<file path="src/rtl/core/pkp_pkg.sv">
`timescale 1ns / 1ps
// ----------------------------------------------------------------------------
// Pad and keyboard port package
// Shared codes, masks and widths for the controller port unit.
// ----------------------------------------------------------------------------
package pkp_pkg;

    localparam int KEY_ROW_W = 4;
    localparam int KEY_ROWS  = 9;
    localparam int KEY_BITS  = KEY_ROW_W * KEY_ROWS;
    localparam int ROW_W     = 4;

    localparam logic ACT_READ  = 1'b0;
    localparam logic ACT_WRITE = 1'b1;
    localparam logic PORT_0    = 1'b0;
    localparam logic PORT_1    = 1'b1;

    localparam logic [2:0] CMD_ROW_STEP    = 3'h4;
    localparam logic [2:0] CMD_ROW_CLEAR   = 3'h5;
    localparam logic [2:0] CMD_HALF_TOGGLE = 3'h6;

    localparam logic [7:0] PAD_RESET      = 8'hff;
    localparam logic [7:0] PAD2_MASK      = 8'hf3;
    localparam logic [7:0] PORT1_READ_SET = 8'hfe;

    typedef logic [KEY_BITS-1:0]  t_keys;
    typedef logic [KEY_ROW_W-1:0] t_nibble;
    typedef logic [ROW_W-1:0]     t_row;

    typedef struct packed {
        logic half;
        t_row row;
    } t_scan;

endpackage

</file>
<file path="src/rtl/core/pkp_if.sv">
`timescale 1ns / 1ps
// ----------------------------------------------------------------------------
// Pad and keyboard port channels
// Valid/ready channels for port accesses and their results.
// ----------------------------------------------------------------------------
interface pkp_in_if;
    logic           valid;
    logic           ready;
    logic           action;
    logic           port_select;
    logic [7:0]     write_data;
    logic [7:0]     pad1_buttons;
    logic [7:0]     pad2_buttons;
    pkp_pkg::t_keys keys_half_one;
    pkp_pkg::t_keys keys_half_zero;
    logic           tape_in;
    logic           mic_in;

    modport source (
        output valid, action, port_select, write_data, pad1_buttons, pad2_buttons,
               keys_half_one, keys_half_zero, tape_in, mic_in,
        input  ready
    );
    modport sink (
        input  valid, action, port_select, write_data, pad1_buttons, pad2_buttons,
               keys_half_one, keys_half_zero, tape_in, mic_in,
        output ready
    );
endinterface

interface pkp_out_if;
    logic       valid;
    logic       ready;
    logic [7:0] read_data;
    logic       tape_out;

    modport source (output valid, read_data, tape_out, input ready);
    modport sink (input valid, read_data, tape_out, output ready);
endinterface

</file>
<file path="src/rtl/core/pad_and_keyboard_port_unit.sv">
`timescale 1ns / 1ps
// ----------------------------------------------------------------------------
// Pad and keyboard port unit
// Two controller ports: joypad strobe and shift, keyboard row scan, tape I/O.
// ----------------------------------------------------------------------------
//  channel | dir | beat
//  i_in    | in  | one port access (read or write, port, data, host levels)
//  o_out   | out | one result (read_data, tape_out)
//
// An access goes through an input register, then the state update and result
// register. One access is accepted every cycle while results are taken. While
// a result is stalled, the input register takes one more beat if it is empty
// and then holds the input off until the result is taken.
// Reset clears the pads to all ones, the strobe, the row scan, the half flag
// and the tape level.
// ----------------------------------------------------------------------------
module pad_and_keyboard_port_unit #(
    parameter int ROW_COUNT = 9
) (
    input  logic      i_clk,
    input  logic      i_rst_n,
    pkp_in_if.sink    i_in,
    pkp_out_if.source o_out
);

    logic           r_in_valid;
    logic           r_in_action;
    logic           r_in_port;
    logic [7:0]     r_in_data;
    logic [7:0]     r_in_pad1;
    logic [7:0]     r_in_pad2;
    pkp_pkg::t_keys r_in_keys_one;
    pkp_pkg::t_keys r_in_keys_zero;
    logic           r_in_tape;
    logic           r_in_mic;

    logic           r_strobe_armed;
    logic [7:0]     r_pad1_shift;
    logic [7:0]     r_pad2_shift;
    pkp_pkg::t_scan r_scan;
    logic           r_tape_level;

    logic           n_strobe_armed;
    logic [7:0]     n_pad1_shift;
    logic [7:0]     n_pad2_shift;
    pkp_pkg::t_scan n_scan;
    logic           n_tape_level;
    logic [7:0]     n_read_data;

    logic           r_out_valid;
    logic [7:0]     r_out_read_data;
    logic           r_out_tape;

    logic             w_advance;
    logic [pkp_pkg::ROW_W:0] w_row_sum;
    logic [2:0]       w_cmd;
    pkp_pkg::t_nibble w_pressed;

    assign w_advance  = r_in_valid && (!r_out_valid || o_out.ready);
    assign i_in.ready = !r_in_valid || w_advance;

    assign o_out.valid     = r_out_valid;
    assign o_out.read_data = r_out_read_data;
    assign o_out.tape_out  = r_out_tape;

    pkp_key_row u_key_row (
        .i_scan          (r_scan),
        .i_keys_half_one (r_in_keys_one),
        .i_keys_half_zero(r_in_keys_zero),
        .o_pressed       (w_pressed)
    );

    assign w_cmd     = r_in_data[2:0];
    assign w_row_sum = {1'b0, r_scan.row} + (pkp_pkg::ROW_W + 1)'(1);

    always_comb begin
        n_strobe_armed = r_strobe_armed;
        n_pad1_shift   = r_pad1_shift;
        n_pad2_shift   = r_pad2_shift;
        n_scan         = r_scan;
        n_tape_level   = r_tape_level;
        n_read_data    = '0;
        if (r_in_action == pkp_pkg::ACT_WRITE) begin
            if (r_in_port == pkp_pkg::PORT_0) begin
                if (r_in_data[0]) begin
                    n_strobe_armed = 1'b1;
                end else if (r_strobe_armed) begin
                    n_strobe_armed = 1'b0;
                    n_pad1_shift   = {r_in_pad1[3:0], r_in_pad1[7:4]};
                    n_pad2_shift   = {r_in_pad2[3:0], r_in_pad2[7:4]} & pkp_pkg::PAD2_MASK;
                end
                unique case (w_cmd)
                    pkp_pkg::CMD_ROW_STEP: begin
                        if (w_row_sum > (pkp_pkg::ROW_W + 1)'(ROW_COUNT) ||
                            w_row_sum[pkp_pkg::ROW_W]) begin
                            n_scan.row = '0;
                        end else begin
                            n_scan.row = w_row_sum[pkp_pkg::ROW_W-1:0];
                        end
                        n_scan.half = !r_scan.half;
                    end
                    pkp_pkg::CMD_ROW_CLEAR: begin
                        n_scan.row  = '0;
                        n_scan.half = 1'b0;
                    end
                    pkp_pkg::CMD_HALF_TOGGLE: begin
                        n_scan.half = !r_scan.half;
                    end
                    default: begin
                        n_scan = r_scan;
                    end
                endcase
                n_tape_level = r_in_data[1];
            end
        end else if (r_in_port == pkp_pkg::PORT_0) begin
            n_read_data  = {5'b0, r_in_mic, r_in_tape, r_pad1_shift[0]};
            n_pad1_shift = {1'b0, r_pad1_shift[7:1]};
        end else begin
            n_read_data  = (pkp_pkg::PORT1_READ_SET | {7'b0, r_pad2_shift[0]}) &
                           ~{3'b0, w_pressed, 1'b0};
            n_pad2_shift = {1'b0, r_pad2_shift[7:1]};
        end
    end

    always_ff @(posedge i_clk) begin
        if (!i_rst_n) begin
            r_in_valid     <= 1'b0;
            r_out_valid    <= 1'b0;
            r_strobe_armed <= 1'b0;
            r_pad1_shift   <= pkp_pkg::PAD_RESET;
            r_pad2_shift   <= pkp_pkg::PAD_RESET;
            r_scan         <= '0;
            r_tape_level   <= 1'b0;
        end else begin
            if (i_in.ready) begin
                r_in_valid <= i_in.valid;
            end
            r_out_valid <= w_advance || (r_out_valid && !o_out.ready);
            if (w_advance) begin
                r_strobe_armed <= n_strobe_armed;
                r_pad1_shift   <= n_pad1_shift;
                r_pad2_shift   <= n_pad2_shift;
                r_scan         <= n_scan;
                r_tape_level   <= n_tape_level;
            end
        end
    end

    always_ff @(posedge i_clk) begin
        if (i_in.valid && i_in.ready) begin
            r_in_action    <= i_in.action;
            r_in_port      <= i_in.port_select;
            r_in_data      <= i_in.write_data;
            r_in_pad1      <= i_in.pad1_buttons;
            r_in_pad2      <= i_in.pad2_buttons;
            r_in_keys_one  <= i_in.keys_half_one;
            r_in_keys_zero <= i_in.keys_half_zero;
            r_in_tape      <= i_in.tape_in;
            r_in_mic       <= i_in.mic_in;
        end
        if (w_advance) begin
            r_out_read_data <= n_read_data;
            r_out_tape      <= n_tape_level;
        end
    end

endmodule

</file>
<file path="src/rtl/core/pkp_key_row.sv">
`timescale 1ns / 1ps
// ----------------------------------------------------------------------------
// Keyboard row select
// Picks the pressed-key nibble of the scanned row from the selected half.
// ----------------------------------------------------------------------------
module pkp_key_row (
    input  pkp_pkg::t_scan   i_scan,
    input  pkp_pkg::t_keys   i_keys_half_one,
    input  pkp_pkg::t_keys   i_keys_half_zero,
    output pkp_pkg::t_nibble o_pressed
);

    pkp_pkg::t_keys w_keys;

    assign w_keys = i_scan.half ? i_keys_half_one : i_keys_half_zero;

    // Row zero and rows past the last wired row read as no key pressed.
    always_comb begin
        o_pressed = '0;
        for (int r = 1; r <= pkp_pkg::KEY_ROWS; r++) begin
            if (i_scan.row == pkp_pkg::ROW_W'(r)) begin
                o_pressed = w_keys[pkp_pkg::KEY_ROW_W*(r-1) +: pkp_pkg::KEY_ROW_W];
            end
        end
    end

endmodule

</file>
<file path="src/flat_wrapper.sv">
// flat-port wrapper written by rule: the top's interface ports become plain ports
module pad_and_keyboard_port_unit_flat 
#(
    parameter int ROW_COUNT = 9
)
  (i_clk, i_rst_n, i_in_valid, i_in_action, i_in_port_select, i_in_write_data, i_in_pad1_buttons, i_in_pad2_buttons, i_in_keys_half_one, i_in_keys_half_zero, i_in_tape_in, i_in_mic_in, i_in_ready, o_out_valid, o_out_read_data, o_out_tape_out, o_out_ready);
  pkp_in_if i_in_i ();
  pkp_out_if o_out_i ();
  input  logic i_clk;
  input  logic i_rst_n;
  input wire logic [$bits(i_in_i.valid)-1:0] i_in_valid;
  input wire logic [$bits(i_in_i.action)-1:0] i_in_action;
  input wire logic [$bits(i_in_i.port_select)-1:0] i_in_port_select;
  input wire logic [$bits(i_in_i.write_data)-1:0] i_in_write_data;
  input wire logic [$bits(i_in_i.pad1_buttons)-1:0] i_in_pad1_buttons;
  input wire logic [$bits(i_in_i.pad2_buttons)-1:0] i_in_pad2_buttons;
  input wire logic [$bits(i_in_i.keys_half_one)-1:0] i_in_keys_half_one;
  input wire logic [$bits(i_in_i.keys_half_zero)-1:0] i_in_keys_half_zero;
  input wire logic [$bits(i_in_i.tape_in)-1:0] i_in_tape_in;
  input wire logic [$bits(i_in_i.mic_in)-1:0] i_in_mic_in;
  output wire logic [$bits(i_in_i.ready)-1:0] i_in_ready;
  output wire logic [$bits(o_out_i.valid)-1:0] o_out_valid;
  output wire logic [$bits(o_out_i.read_data)-1:0] o_out_read_data;
  output wire logic [$bits(o_out_i.tape_out)-1:0] o_out_tape_out;
  input wire logic [$bits(o_out_i.ready)-1:0] o_out_ready;
  assign i_in_i.valid = i_in_valid;
  assign i_in_i.action = i_in_action;
  assign i_in_i.port_select = i_in_port_select;
  assign i_in_i.write_data = i_in_write_data;
  assign i_in_i.pad1_buttons = i_in_pad1_buttons;
  assign i_in_i.pad2_buttons = i_in_pad2_buttons;
  assign i_in_i.keys_half_one = i_in_keys_half_one;
  assign i_in_i.keys_half_zero = i_in_keys_half_zero;
  assign i_in_i.tape_in = i_in_tape_in;
  assign i_in_i.mic_in = i_in_mic_in;
  assign i_in_ready = i_in_i.ready;
  assign o_out_valid = o_out_i.valid;
  assign o_out_read_data = o_out_i.read_data;
  assign o_out_tape_out = o_out_i.tape_out;
  assign o_out_i.ready = o_out_ready;
  pad_and_keyboard_port_unit #(.ROW_COUNT(ROW_COUNT)) u_core (.i_clk(i_clk), .i_rst_n(i_rst_n), .i_in(i_in_i), .o_out(o_out_i));
endmodule
</file>
<file path="config.mk">
export PLATFORM = sky130hd
export DESIGN_NAME = pad_and_keyboard_port_unit_flat
export DESIGN_NICKNAME = d
export VERILOG_FILES = /design/src/rtl/core/pkp_pkg.sv /design/src/rtl/core/pkp_if.sv /design/src/rtl/core/pad_and_keyboard_port_unit.sv /design/src/rtl/core/pkp_key_row.sv /design/src/flat_wrapper.sv
export SDC_FILE = /design/constraint.sdc
export NUM_CORES = 1
export LEC_CHECK = 0
export BUFFER_PORTS_ARGS = -buffer_cell sky130_fd_sc_hd__buf_2
export CORE_MARGIN = 3
export CORE_UTILIZATION = 44
export DETAILED_ROUTE_END_ITERATION = 8
export PLACE_DENSITY = 0.68
export SETUP_SLACK_MARGIN = 0.05
export SLEW_MARGIN = 15
export SYNTH_ARGS = -nofsm -noshare
export SYNTH_HDL_FRONTEND = slang
export SYNTH_HIERARCHICAL = 1
export SYNTH_SLANG_ARGS = --single-unit
</file>
<file path="constraint.sdc">
create_clock -name i_clk -period 2.9 [get_ports i_clk]
set_input_delay 0.145 -clock i_clk [delete_from_list [all_inputs] [get_ports i_clk]]
set_output_delay 0.145 -clock i_clk [all_outputs]
set_load 0.01 [all_outputs]
</file>
* After elaboration in Yosys (flattened, before gate mapping)
Cells that the tools add are included.
Storage, ports and cells: output and inout bits 11, flip-flop bits (word level) 127, logic and storage cells 90, bits of input ports 104
Operators by class: bitwise operators 3, mux-type cells 27, add/sub/neg operators 1, reductions and logical operators 22, order comparisons 1, equality and inequality tests 16
Operators by type and width (count):
- two-way mux 8 bit | 10
- two-way mux 4 bit | 10
- two-way mux 36 bit | 1
- == test 4 x 3 -> 1 bit, second input constant | 4
- AND reduction 4 bit | 3
- == test 3 bit, second input constant | 3
- bitwise AND 8 bit | 1
- == test 4 x 2 -> 1 bit, second input constant | 2
- == test 4 bit, second input constant | 2
- NOT 5 -> 8 bit | 1
- case mux 4 bit (2 select lines) | 1
- nonzero test 2 bit | 4
- inequality test 2 bit, second input constant | 3
- adder 4 x 1 -> 5 bit, second input constant | 1
- > comparator 5 x 4 -> 1 bit, second input constant | 1
- AND reduction 5 bit | 1
- == test 4 x 1 -> 1 bit, second input constant | 1
- logical NOT 1 bit | 4
- logical OR 1 bit | 4
- OR reduction 2 bit | 2
- logical AND 1 bit | 3
- two-way mux 1 bit | 3
- two-way mux 3 bit | 1
- AND reduction 3 bit | 1
- 3 further kinds | 3

* Longest topological paths before layout
Gate-level depths: netlist of the first run.
word-level depth 13, depth in mapped cells 10, mapped depth without buffers 7

* Cells and area by module
Netlist of the first run, hierarchy kept.
Modules (own cells, without submodules):
- pad_and_keyboard_port_unit | seq. area each 3503.4 um2, area each 4367.9 um2, times used 1, cells each 257
- pkp_key_row | seq. area each 0.0 um2, area each 723.2 um2, times used 1, cells each 77

* Worst setup path after synthesis of the first run
No wires, ideal clock.
path kind register to register, from register u_core.r_out_valid, in the netlist u_core/o_out.valid, to register u_core.r_in_action, enable pin, setup time 463 ps, required time 2437 ps, path slack -364 ps, buffers on the path 0, clock period less this slack 3264 ps, stages on the path, launching flop included 4, arrival time 2801 ps, path through dfxtp_1 -> nor2b_1 -> nand2_1 -> and2_1
Between the ends: cells in the longest elaborated chain, start to end 5
Ends and longest elaborated chain:
- from (decl) | RTL line pad_and_keyboard_port_unit.sv:50 | logic r_out_valid;
- from (signal assigned) | RTL line pad_and_keyboard_port_unit.sv:138 | r_out_valid <= w_advance || (r_out_valid && !o_out.ready);
- logical NOT 1 bit | RTL line pad_and_keyboard_port_unit.sv:59 | assign w_advance = r_in_valid && (!r_out_valid || o_out.ready);
- logical OR 1 bit | RTL line pad_and_keyboard_port_unit.sv:59
- logical AND 1 bit | RTL line pad_and_keyboard_port_unit.sv:59
- logical OR 1 bit | RTL line pad_and_keyboard_port_unit.sv:60 | assign i_in.ready = !r_in_valid || w_advance;
- net i_in_ready | RTL line flat_wrapper.sv:21 | output wire logic [$bits(i_in_i.ready)-1:0] i_in_ready;
- logical AND 1 bit | RTL line pad_and_keyboard_port_unit.sv:150 | if (i_in.valid && i_in.ready) begin
- to (signal assigned) | RTL line pad_and_keyboard_port_unit.sv:151 | r_in_action <= i_in.action;
- to (decl) | RTL line pad_and_keyboard_port_unit.sv:27 | logic r_in_action;
The timed path passes the listed nets, and every way through them passes these cells. A chain may end at the register's enable or synchronous reset.

* Final worst setup path of the first run
from register u_core/r_scan[4] in the netlist's numbering, to register u_core.r_out_read_data[1], in the netlist u_core/o_out.read_data[1], data pin
Between the ends: cells in the longest elaborated chain, start to end 13
Ends and longest elaborated chain:
- from (decl) | RTL line pad_and_keyboard_port_unit.sv:40 | pkp_pkg::t_scan r_scan;
- from (signal assigned) | RTL line pad_and_keyboard_port_unit.sv:143 | r_scan <= n_scan;
- two-way mux 36 bit (*) | RTL line pkp_key_row.sv:15 | assign w_keys = i_scan.half ? i_keys_half_one : i_keys_half_zero;
- two-way mux 4 bit (8 in series) | RTL line pkp_key_row.sv:21 | if (i_scan.row == pkp_pkg::ROW_W'(r)) begin
- two-way mux 4 bit (*) | RTL line pkp_key_row.sv:21
- net u_core.w_pressed[0] | RTL line pad_and_keyboard_port_unit.sv:57 | pkp_pkg::t_nibble w_pressed;
- NOT 5 -> 8 bit (*) | RTL line pad_and_keyboard_port_unit.sv:120 | ~{3'b0, w_pressed, 1'b0};
- bitwise AND 8 bit (*) | RTL line pad_and_keyboard_port_unit.sv:119 | n_read_data = (pkp_pkg::PORT1_READ_SET | {7'b0, r_pad2_shift[0]}) &
- two-way mux 3 bit (*) | RTL line pad_and_keyboard_port_unit.sv:115 | end else if (r_in_port == pkp_pkg::PORT_0) begin
- to (signal assigned) | RTL line pad_and_keyboard_port_unit.sv:162 | r_out_read_data <= n_read_data;
- to (decl) | RTL line pad_and_keyboard_port_unit.sv:51 | logic [7:0] r_out_read_data;
Mark *: on every way through the listed nets, which the timed path passes. The rest lies on a longest branch.

==> impl_metrics.xml, run 1 <==
<?xml version="1.0" encoding="UTF-8"?>
<metrics>
  <group name="flow_run">
    <metric name="drv_cap" unit="">0</metric>
  </group>
  <group name="grt">
    <metric name="grt_use_total" unit="%">19.8</metric>
    <metric name="maximum_number_of_pins_on_one_net_before_global_route_repair" unit="">46</metric>
    <metric name="grt.overflow.total" unit="">0</metric>
    <metric name="grt_antenna_before_repair" unit="">0</metric>
    <metric name="via_count_of_the_first_global_routing_pass" unit="">3790</metric>
    <metric name="first_pass_grt_wire_length" unit="mm">19.1</metric>
  </group>
  <group name="sta">
    <metric name="rsz0062_at_grt" unit="">false</metric>
    <metric name="min_period_over_period" unit="%">77.0</metric>
    <metric name="fin_worst_skew" unit="ns">0.00971</metric>
    <metric name="finalHoldViolCount" unit="">0</metric>
    <metric name="max_slew.worst_pin.slew" unit="ns">0.670</metric>
    <metric name="tns" unit="ns">0</metric>
    <metric name="final.min_clock_period" unit="ns">2.23</metric>
    <metric name="fmax" unit="MHz">448</metric>
    <metric name="slew_viol_final" unit="">0</metric>
    <metric name="timing.final.setup_violations" unit="">0</metric>
    <metric name="worst_slew_margin_rel" unit="%">55.3</metric>
  </group>
  <group name="routing">
    <metric name="ant_nets" unit="">0</metric>
    <metric name="avgRoutedWirePerCell" unit="um">17.2</metric>
    <metric name="drt_iter0_drcs" unit="">198</metric>
    <metric name="vias_per_cell" unit="">5.03</metric>
    <metric name="remaining_drc_errors" unit="">0</metric>
    <metric name="dr_total_vias" unit="">3489</metric>
    <metric name="drt-pass1-iter-count" unit="">4</metric>
    <metric name="finalWirelength" unit="mm">11.9</metric>
  </group>
  <group name="power">
    <metric name="total_power_consumption" unit="mW">4.64</metric>
    <metric name="power.share.switching" unit="%">20.1</metric>
    <metric name="internal_power" unit="mW">3.71</metric>
    <metric name="power.leakage" unit="nW">2.91</metric>
    <metric name="clock_power_share" unit="%">48.3</metric>
    <metric name="switchingPower" unit="mW">0.932</metric>
    <metric name="power.share.combinational" unit="%">6.9</metric>
    <metric name="seq_power_share" unit="%">44.8</metric>
    <metric name="power.density_cell_area" unit="nW/um^2">636</metric>
    <metric name="vdd_drop_max" unit="uV">622</metric>
  </group>
  <group name="setup_path">
    <metric name="worstPathCellList" unit="">buf_4 -&gt; mux4_2 -&gt; o22ai_1 -&gt; a21oi_1 -&gt; nor2_1 -&gt; a21oi_1 -&gt; nor2_1</metric>
    <metric name="timing.critical_path.max_delay_family" unit="">flip-flops</metric>
    <metric name="critical_path.endpoint_type" unit="">flop</metric>
    <metric name="slowest_stage" unit="">sky130_fd_sc_hd__dfxtp_2</metric>
    <metric name="maximum_net_fanout_on_the_critical_path" unit="">22</metric>
    <metric name="path_class" unit="">reg -&gt; reg</metric>
    <metric name="crit_buf_inv" unit="">1</metric>
    <metric name="startpoint_type" unit="">flop</metric>
    <metric name="crit_path_max_incr_delay" unit="ns">0.74</metric>
    <metric name="worst-endpoint-arrival" unit="ns">2.51</metric>
    <metric name="cp_data_required_time" unit="ns">3.18</metric>
  </group>
  <group name="floorplan">
    <metric name="design.core.area" unit="um^2">11100</metric>
    <metric name="dieArea" unit="um^2">12900</metric>
    <metric name="dieHeight" unit="um">114</metric>
    <metric name="start_util" unit="%">46.0</metric>
    <metric name="floorplan.rows" unit="">38</metric>
    <metric name="dieWidth" unit="um">114</metric>
    <metric name="top_level_ports" unit="">115</metric>
  </group>
  <group name="clocking">
    <metric name="postCtsResizedCells" unit="">0</metric>
    <metric name="cts-hold-fix-buffers" unit="">94</metric>
    <metric name="cts_setup_buffers" unit="">0</metric>
    <metric name="cts_buffers" unit="">17</metric>
    <metric name="clock_tree.buffer_depth" unit="">2</metric>
    <metric name="clockRootBuffer" unit="">sky130_fd_sc_hd__clkbuf_16</metric>
    <metric name="tritoncts" unit="">built</metric>
    <metric name="numClockSinks" unit="">125</metric>
    <metric name="path_clk_slew" unit="ns">0.05</metric>
    <metric name="clock_insertion_delay_worst_skew" unit="ns">0.42</metric>
    <metric name="cts_max_level" unit="">4</metric>
  </group>
  <group name="placed_design">
    <metric name="hpwlAfterDp" unit="mm">6.85</metric>
    <metric name="place.port_buffers" unit="">107</metric>
    <metric name="gpl.final_weighted_congestion" unit="">0.746</metric>
  </group>
  <group name="finish">
    <metric name="mostFrequentLayoutCell" unit="">sky130_fd_sc_hd__buf_2</metric>
    <metric name="multi_input_area" unit="um^2">1430</metric>
    <metric name="num_antenna_cells" unit="">0</metric>
    <metric name="fillCellCount" unit="">781</metric>
    <metric name="regArea" unit="um^2">3500</metric>
    <metric name="final_nets" unit="">649</metric>
    <metric name="post_route_cells_drive_above_1_share" unit="%">29.4</metric>
    <metric name="area.growth.synth_to_final" unit="%">43.4</metric>
    <metric name="mostFrequentLayoutCells" unit="">sky130_fd_sc_hd__buf_2 (107), sky130_fd_sc_hd__edfxtp_1 (100), sky130_fd_sc_hd__dlygate4sd3_1 (94), sky130_fd_sc_hd__mux2i_1 (26), sky130_fd_sc_hd__dfxtp_1 (24)</metric>
  </group>
  <group name="logic_synthesis">
    <metric name="synthesis.nets" unit="">442</metric>
    <metric name="synth_enable_flop_cells" unit="">100</metric>
    <metric name="synth_ff_type" unit="">sky130_fd_sc_hd__edfxtp_1</metric>
    <metric name="xor_xnor_cell_area_share_of_the_yosys_netlist" unit="%">0.172</metric>
    <metric name="synth-compound-area-share" unit="%">8.43</metric>
    <metric name="synth_simple_gate_area_share" unit="%">7.79</metric>
    <metric name="yosys_register_bits" unit="">125</metric>
    <metric name="synth_cell_types" unit="">48</metric>
    <metric name="postSynthAreaPerCell" unit="um^2">15.2</metric>
    <metric name="post_synthesis_share_of_cell_area_spent_on_full_adders_half_adders_and_majority_gates" unit="%">0.983</metric>
    <metric name="largest_family_of_logic_cells_by_synthesized_area" unit="">multiplexers</metric>
    <metric name="synthesis.area" unit="um^2">5090</metric>
    <metric name="syn_inst" unit="">334</metric>
    <metric name="yosys_warnings" unit="">6</metric>
    <metric name="synth.area.mux_share" unit="%">10.7</metric>
    <metric name="synth.yosys.seq_area_share" unit="%">68.8</metric>
    <metric name="async_flop_share" unit="%">0</metric>
  </group>
  <group name="min_path">
    <metric name="hold_class" unit="">in -&gt; reg</metric>
  </group>
  <group name="run_status">
    <metric name="outcome" unit="">complete, no violations</metric>
  </group>
</metrics>
-- cell type report --
type,instances,share of cell area [%]
Clock inverter,8,1.75
Sequential cell,125,48.0
Clock buffer,24,6.91
Inverter,8,0.411
Multi-Input combinational cell,183,19.6
Timing Repair Buffer,206,20.9
Tap cell,140,2.40
-- power by group through the flow --
stage          combinational (mW)  sequential (mW)  clock, mW
4_1_cts                     0.315             2.08       2.28
3_5_place_dp                0.217             2.12          0
3_3_place_gp                0.209             2.12          0
6_report                    0.319             2.08       2.24
2_1_floorplan               0.117             2.11          0
5_1_grt                     0.349             2.09       2.37
-- state kept, by name (all words and copies together) (netlist names), 5 cells and up --
register,cells
u_core/r_in_keys_one,36
u_core/r_in_keys_zero,36
u_core/r_in_pad1,8
u_core/r_pad1_shift,8
u_core/r_pad2_shift,8
u_core/o_out.read_data,6
u_core/r_in_pad2,6
u_core/r_scan,5
-- worst register-to-register path, stage by stage (launching register included) --
cell and delay (ns):
sky130_fd_sc_hd__dfxtp_2 0.74, sky130_fd_sc_hd__buf_4 0.33, sky130_fd_sc_hd__mux4_2 0.54, sky130_fd_sc_hd__o22ai_1 0.16, sky130_fd_sc_hd__a21oi_1 0.09, sky130_fd_sc_hd__nor2_1 0.10
sky130_fd_sc_hd__a21oi_1 0.04, sky130_fd_sc_hd__nor2_1 0.09
-- synth_stat cells (3+ instances only) --
master | instances | area share (%)
sky130_fd_sc_hd__and2_1 | 3 | 0.37
sky130_fd_sc_hd__o21ai_0 | 9 | 0.88
sky130_fd_sc_hd__buf_2 | 4 | 0.39
sky130_fd_sc_hd__buf_4 | 4 | 0.59
sky130_fd_sc_hd__mux2i_1 | 26 | 5.1
sky130_fd_sc_hd__nand3_1 | 9 | 0.88
sky130_fd_sc_hd__dfxtp_1 | 25 | 9.8
sky130_fd_sc_hd__o221ai_1 | 3 | 0.52
sky130_fd_sc_hd__o211ai_1 | 14 | 2.1
sky130_fd_sc_hd__nand2b_1 | 5 | 0.61
sky130_fd_sc_hd__edfxtp_1 | 100 | 59
sky130_fd_sc_hd__mux4_2 | 6 | 2.7
sky130_fd_sc_hd__a21oi_1 | 13 | 1.3
sky130_fd_sc_hd__clkbuf_1 | 5 | 0.37
sky130_fd_sc_hd__mux2_1 | 4 | 0.88
sky130_fd_sc_hd__nor2b_1 | 13 | 1.6
sky130_fd_sc_hd__o22ai_1 | 4 | 0.49
sky130_fd_sc_hd__mux2_2 | 7 | 1.5
sky130_fd_sc_hd__nand4_1 | 5 | 0.61
sky130_fd_sc_hd__nor2_1 | 11 | 0.81
sky130_fd_sc_hd__ha_1 | 4 | 0.98
sky130_fd_sc_hd__nand2_1 | 20 | 1.5
sky130_fd_sc_hd__inv_1 | 8 | 0.59
-- kinds of logic (layout without fill, tap and decap cells) --
logic type               after synthesis  count (layout)
AO/OA/AOI/OAI                         60              60
multiplexers                          44              44
buffers and inverters                 26             246
adder cells (fa/ha/maj)                4               4
XOR/XNOR                               1               1
flip-flops                           125             125
AND/OR/NAND/NOR                       74              74
-- metal layers --
layer	vias up	global-route usage, %	wire [um]
li1	1701	-	-
met1	1662	23.3	4970
met2	104	34.0	6140
met3	22	5.15	577
met4	0	8.97	248
met5	-	0	0
-- final timing paths --
kind	start	end	slack, ns	cells past startpoint
worst max-delay path	u_core/r_scan[4]	u_core/o_out.read_data[1]	0.67	7
worst min-delay path	o_out_ready	u_core/r_in_valid	0.12	4
worst max register to register	u_core/r_scan[4]	u_core/o_out.read_data[1]	0.67	7
worst min register to register	u_core/r_pad2_shift[5]	u_core/r_pad2_shift[5]	0.48	2
-- per-stage QoR --
stage,cells,instance area (um^2),hold WS (ns),util (%),worst slack [ns]
after floorplan,334,5090,0.244,-,0.669
after global placement,568,5730,0.321,51.7,0.675
after detailed placement,568,5730,0.323,51.7,0.656
after CTS,694,7300,0.0907,65.9,0.647
after global routing,694,7300,0.188,65.9,0.523
final,694,7300,0.117,65.9,0.667
Note: power is estimated with default switching activity, not from simulation.
==> run 2: changes to the inputs <==
--- a/config.mk
+++ b/config.mk
@@ -9,7 +9,7 @@
 export CORE_MARGIN = 3
 export CORE_UTILIZATION = 44
 export DETAILED_ROUTE_END_ITERATION = 8
-export PLACE_DENSITY = 0.68
+export PLACE_DENSITY = 0.65
 export SETUP_SLACK_MARGIN = 0.05
 export SLEW_MARGIN = 15
 export SYNTH_ARGS = -nofsm -noshare
==> constraint.sdc (replaced) <==
create_clock -name i_clk -period 2.2 [get_ports i_clk]
set_input_delay 0.11 -clock i_clk [delete_from_list [all_inputs] [get_ports i_clk]]
set_output_delay 0.11 -clock i_clk [all_outputs]
set_load 0.01 [all_outputs]
==> run 2 against run 1 <==
Sequential share of layout area fell by 0.35 points. Combinational power rose by 35%. Clock power rose by 33%. Sequential power rose by 32%. Sequential cell count did not move. Global-route usage fell by 0.33 points.
==> impl_metrics.xml, run 2 (synthesis gave the netlist of run 1 again) <==
<?xml version="1.0" encoding="UTF-8"?>
<metrics>
  <group name="setup_path">
    <metric name="timing.critical_path.max_delay_family" unit="">compound AO/OA/AOI/OAI gates</metric>
    <metric name="critical_path.endpoint_type" unit="">flop</metric>
    <metric name="maximum_net_fanout_on_the_critical_path" unit="">29</metric>
    <metric name="crit_path_max_incr_delay" unit="ns">0.39</metric>
    <metric name="cp_data_required_time" unit="ns">2.52</metric>
    <metric name="path_class" unit="">reg -&gt; reg</metric>
    <metric name="crit_buf_inv" unit="">2</metric>
    <metric name="worst-endpoint-arrival" unit="ns">2.17</metric>
    <metric name="startpoint_type" unit="">flop</metric>
    <metric name="worstPathCellList" unit="">buf_12 -&gt; inv_1 -&gt; ha_1 -&gt; nand2b_1 -&gt; a211oi_1 -&gt; nor2_1 -&gt; o21ai_0</metric>
    <metric name="slowest_stage" unit="">sky130_fd_sc_hd__a211oi_1</metric>
  </group>
  <group name="sta">
    <metric name="timing.final.setup_violations" unit="">0</metric>
    <metric name="slew_viol_final" unit="">0</metric>
    <metric name="rsz0062_at_grt" unit="">false</metric>
    <metric name="tns" unit="ns">0</metric>
    <metric name="fmax" unit="MHz">539</metric>
    <metric name="max_slew.worst_pin.slew" unit="ns">0.677</metric>
    <metric name="final.min_clock_period" unit="ns">1.85</metric>
    <metric name="min_period_over_period" unit="%">84.3</metric>
    <metric name="worst_slew_margin_rel" unit="%">54.9</metric>
    <metric name="whs" unit="ns">0.118</metric>
    <metric name="finalHoldViolCount" unit="">0</metric>
    <metric name="fin_worst_skew" unit="ns">0.0113</metric>
  </group>
  <group name="power">
    <metric name="vdd_drop_max" unit="uV">535</metric>
    <metric name="power.density_cell_area" unit="nW/um^2">835</metric>
    <metric name="power.leakage" unit="nW">2.93</metric>
    <metric name="total_power_consumption" unit="mW">6.14</metric>
  </group>
  <group name="routing">
    <metric name="avgRoutedWirePerCell" unit="um">17.0</metric>
    <metric name="vias_per_cell" unit="">5.05</metric>
    <metric name="dr_total_vias" unit="">3518</metric>
    <metric name="finalWirelength" unit="mm">11.9</metric>
    <metric name="drt_iter0_drcs" unit="">186</metric>
    <metric name="remaining_drc_errors" unit="">0</metric>
    <metric name="drt-pass1-iter-count" unit="">5</metric>
    <metric name="ant_nets" unit="">0</metric>
  </group>
  <group name="clocking">
    <metric name="path_clk_slew" unit="ns">0.06</metric>
    <metric name="tritoncts" unit="">built</metric>
    <metric name="cts_setup_buffers" unit="">0</metric>
    <metric name="numClockSinks" unit="">125</metric>
    <metric name="cts_buffers" unit="">17</metric>
    <metric name="clock_tree.buffer_depth" unit="">2</metric>
    <metric name="cts_max_level" unit="">4</metric>
    <metric name="clockRootBuffer" unit="">sky130_fd_sc_hd__clkbuf_16</metric>
    <metric name="clock_insertion_delay_worst_skew" unit="ns">0.41</metric>
  </group>
  <group name="min_path">
    <metric name="hold_class" unit="">in -&gt; reg</metric>
  </group>
  <group name="floorplan">
    <metric name="floorplan.rows" unit="">38</metric>
    <metric name="start_util" unit="%">46.0</metric>
    <metric name="design.core.area" unit="um^2">11100</metric>
    <metric name="dieHeight" unit="um">114</metric>
    <metric name="dieArea" unit="um^2">12900</metric>
    <metric name="dieWidth" unit="um">114</metric>
    <metric name="top_level_ports" unit="">115</metric>
  </group>
  <group name="grt">
    <metric name="grt_use_total" unit="%">19.4</metric>
    <metric name="grt.overflow.total" unit="">0</metric>
    <metric name="maximum_number_of_pins_on_one_net_before_global_route_repair" unit="">42</metric>
    <metric name="via_count_of_the_first_global_routing_pass" unit="">3804</metric>
    <metric name="grt_antenna_before_repair" unit="">0</metric>
    <metric name="first_pass_grt_wire_length" unit="mm">19.0</metric>
  </group>
  <group name="finish">
    <metric name="layout.cell_area.non_filler" unit="um^2">7360</metric>
    <metric name="num_antenna_cells" unit="">0</metric>
    <metric name="post_route_cells_drive_above_1_share" unit="%">30.4</metric>
    <metric name="mostFrequentLayoutCell" unit="">sky130_fd_sc_hd__buf_2</metric>
    <metric name="final_nets" unit="">651</metric>
    <metric name="area.growth.synth_to_final" unit="%">44.5</metric>
    <metric name="top_regs" unit="">u_core/r_in_keys_one (36), u_core/r_in_keys_zero (36)</metric>
    <metric name="mostFrequentLayoutCells" unit="">sky130_fd_sc_hd__buf_2 (107), sky130_fd_sc_hd__edfxtp_1 (100), sky130_fd_sc_hd__dlygate4sd3_1 (94), sky130_fd_sc_hd__mux2i_1 (26), sky130_fd_sc_hd__dfxtp_1 (23)</metric>
    <metric name="post_layout_nonfiller_instances" unit="">696</metric>
  </group>
  <group name="placed_design">
    <metric name="postPlaceCellArea" unit="um^2">5780</metric>
    <metric name="gpl.final_weighted_congestion" unit="">0.730</metric>
    <metric name="place_inst" unit="">570</metric>
    <metric name="place.port_buffers" unit="">107</metric>
    <metric name="hpwlAfterDp" unit="mm">6.98</metric>
  </group>
  <group name="run_status">
    <metric name="outcome" unit="">complete, no violations</metric>
  </group>
  <group name="flow_run">
    <metric name="drv_cap" unit="">0</metric>
  </group>
</metrics>
==> run 2: cell count changes in the layout (fill, tap and decap cells not counted), sizes merged <==
cell / before / now
buf: 112 / 114
bufinv: 3 / 4
clkbuf: 24 / 17
clkinv: 2 / 4
inv: 9 / 13
==> run 2: power breakdown <==
group	switching (mW)	internal, mW
sequential	0.0452	2.69
combinational	0.180	0.252
clock	1.06	1.91
==> run 2: worst reg2reg max path, stage by stage (launching register included) <==
cell,delay (ns)
sky130_fd_sc_hd__dfxtp_1,0.36
sky130_fd_sc_hd__buf_12,0.20
sky130_fd_sc_hd__inv_1,0.09
sky130_fd_sc_hd__ha_1,0.32
sky130_fd_sc_hd__nand2b_1,0.15
sky130_fd_sc_hd__a211oi_1,0.39
sky130_fd_sc_hd__nor2_1,0.09
sky130_fd_sc_hd__o21ai_0,0.19
==> run 2: metal layers <==
metal,vias up,routed length [um],global-route usage (%)
li1,1714,-,-
met2,106,6190,32.7
met3,22,527,5.31
met4,0,255,7.53
met5,-,0,0
met1,1676,4890,24.0
==> run 2: layout make-up <==
type,instances,area (um^2)
Sequential cell,125,3510
Clock inverter,15,209
Fill cell,757,3720
Tap cell,140,175
Multi-Input combinational cell,183,1430
Timing Repair Buffer,208,1580
Clock buffer,17,425
Inverter,8,30.0
==> run 2: stage by stage <==
step	util, %	setup slack, ns
CTS	66.4	0.211
finish	66.4	0.346
global route	66.4	0.178
floorplan	-	0.450
detailed placement	52.2	0.227
global placement	52.2	0.348
==> run 2: path summary, 6_finish.rpt <==
kind	from	endpoint	slack, ns	cells past startpoint
setup / recovery	u_core/r_scan[0]	u_core/r_scan[0]	0.35	7
hold / removal	o_out_ready	u_core/r_in_valid	0.12	4
setup reg to reg	u_core/r_scan[0]	u_core/r_scan[0]	0.35	7
hold reg to reg	u_core/r_pad1_shift[1]	u_core/r_pad1_shift[1]	0.48	2
==> run 2: what timing repair did <==
| item | 4_1_cts | 5_1_grt |
|---|---|---|
| endpoints found under the hold margin | 94 | 0 |
| gates resized for setup | 0 | 1 |
| setup endpoints to repair | 0 | 3 |
| hold buffers | 94 | 0 |
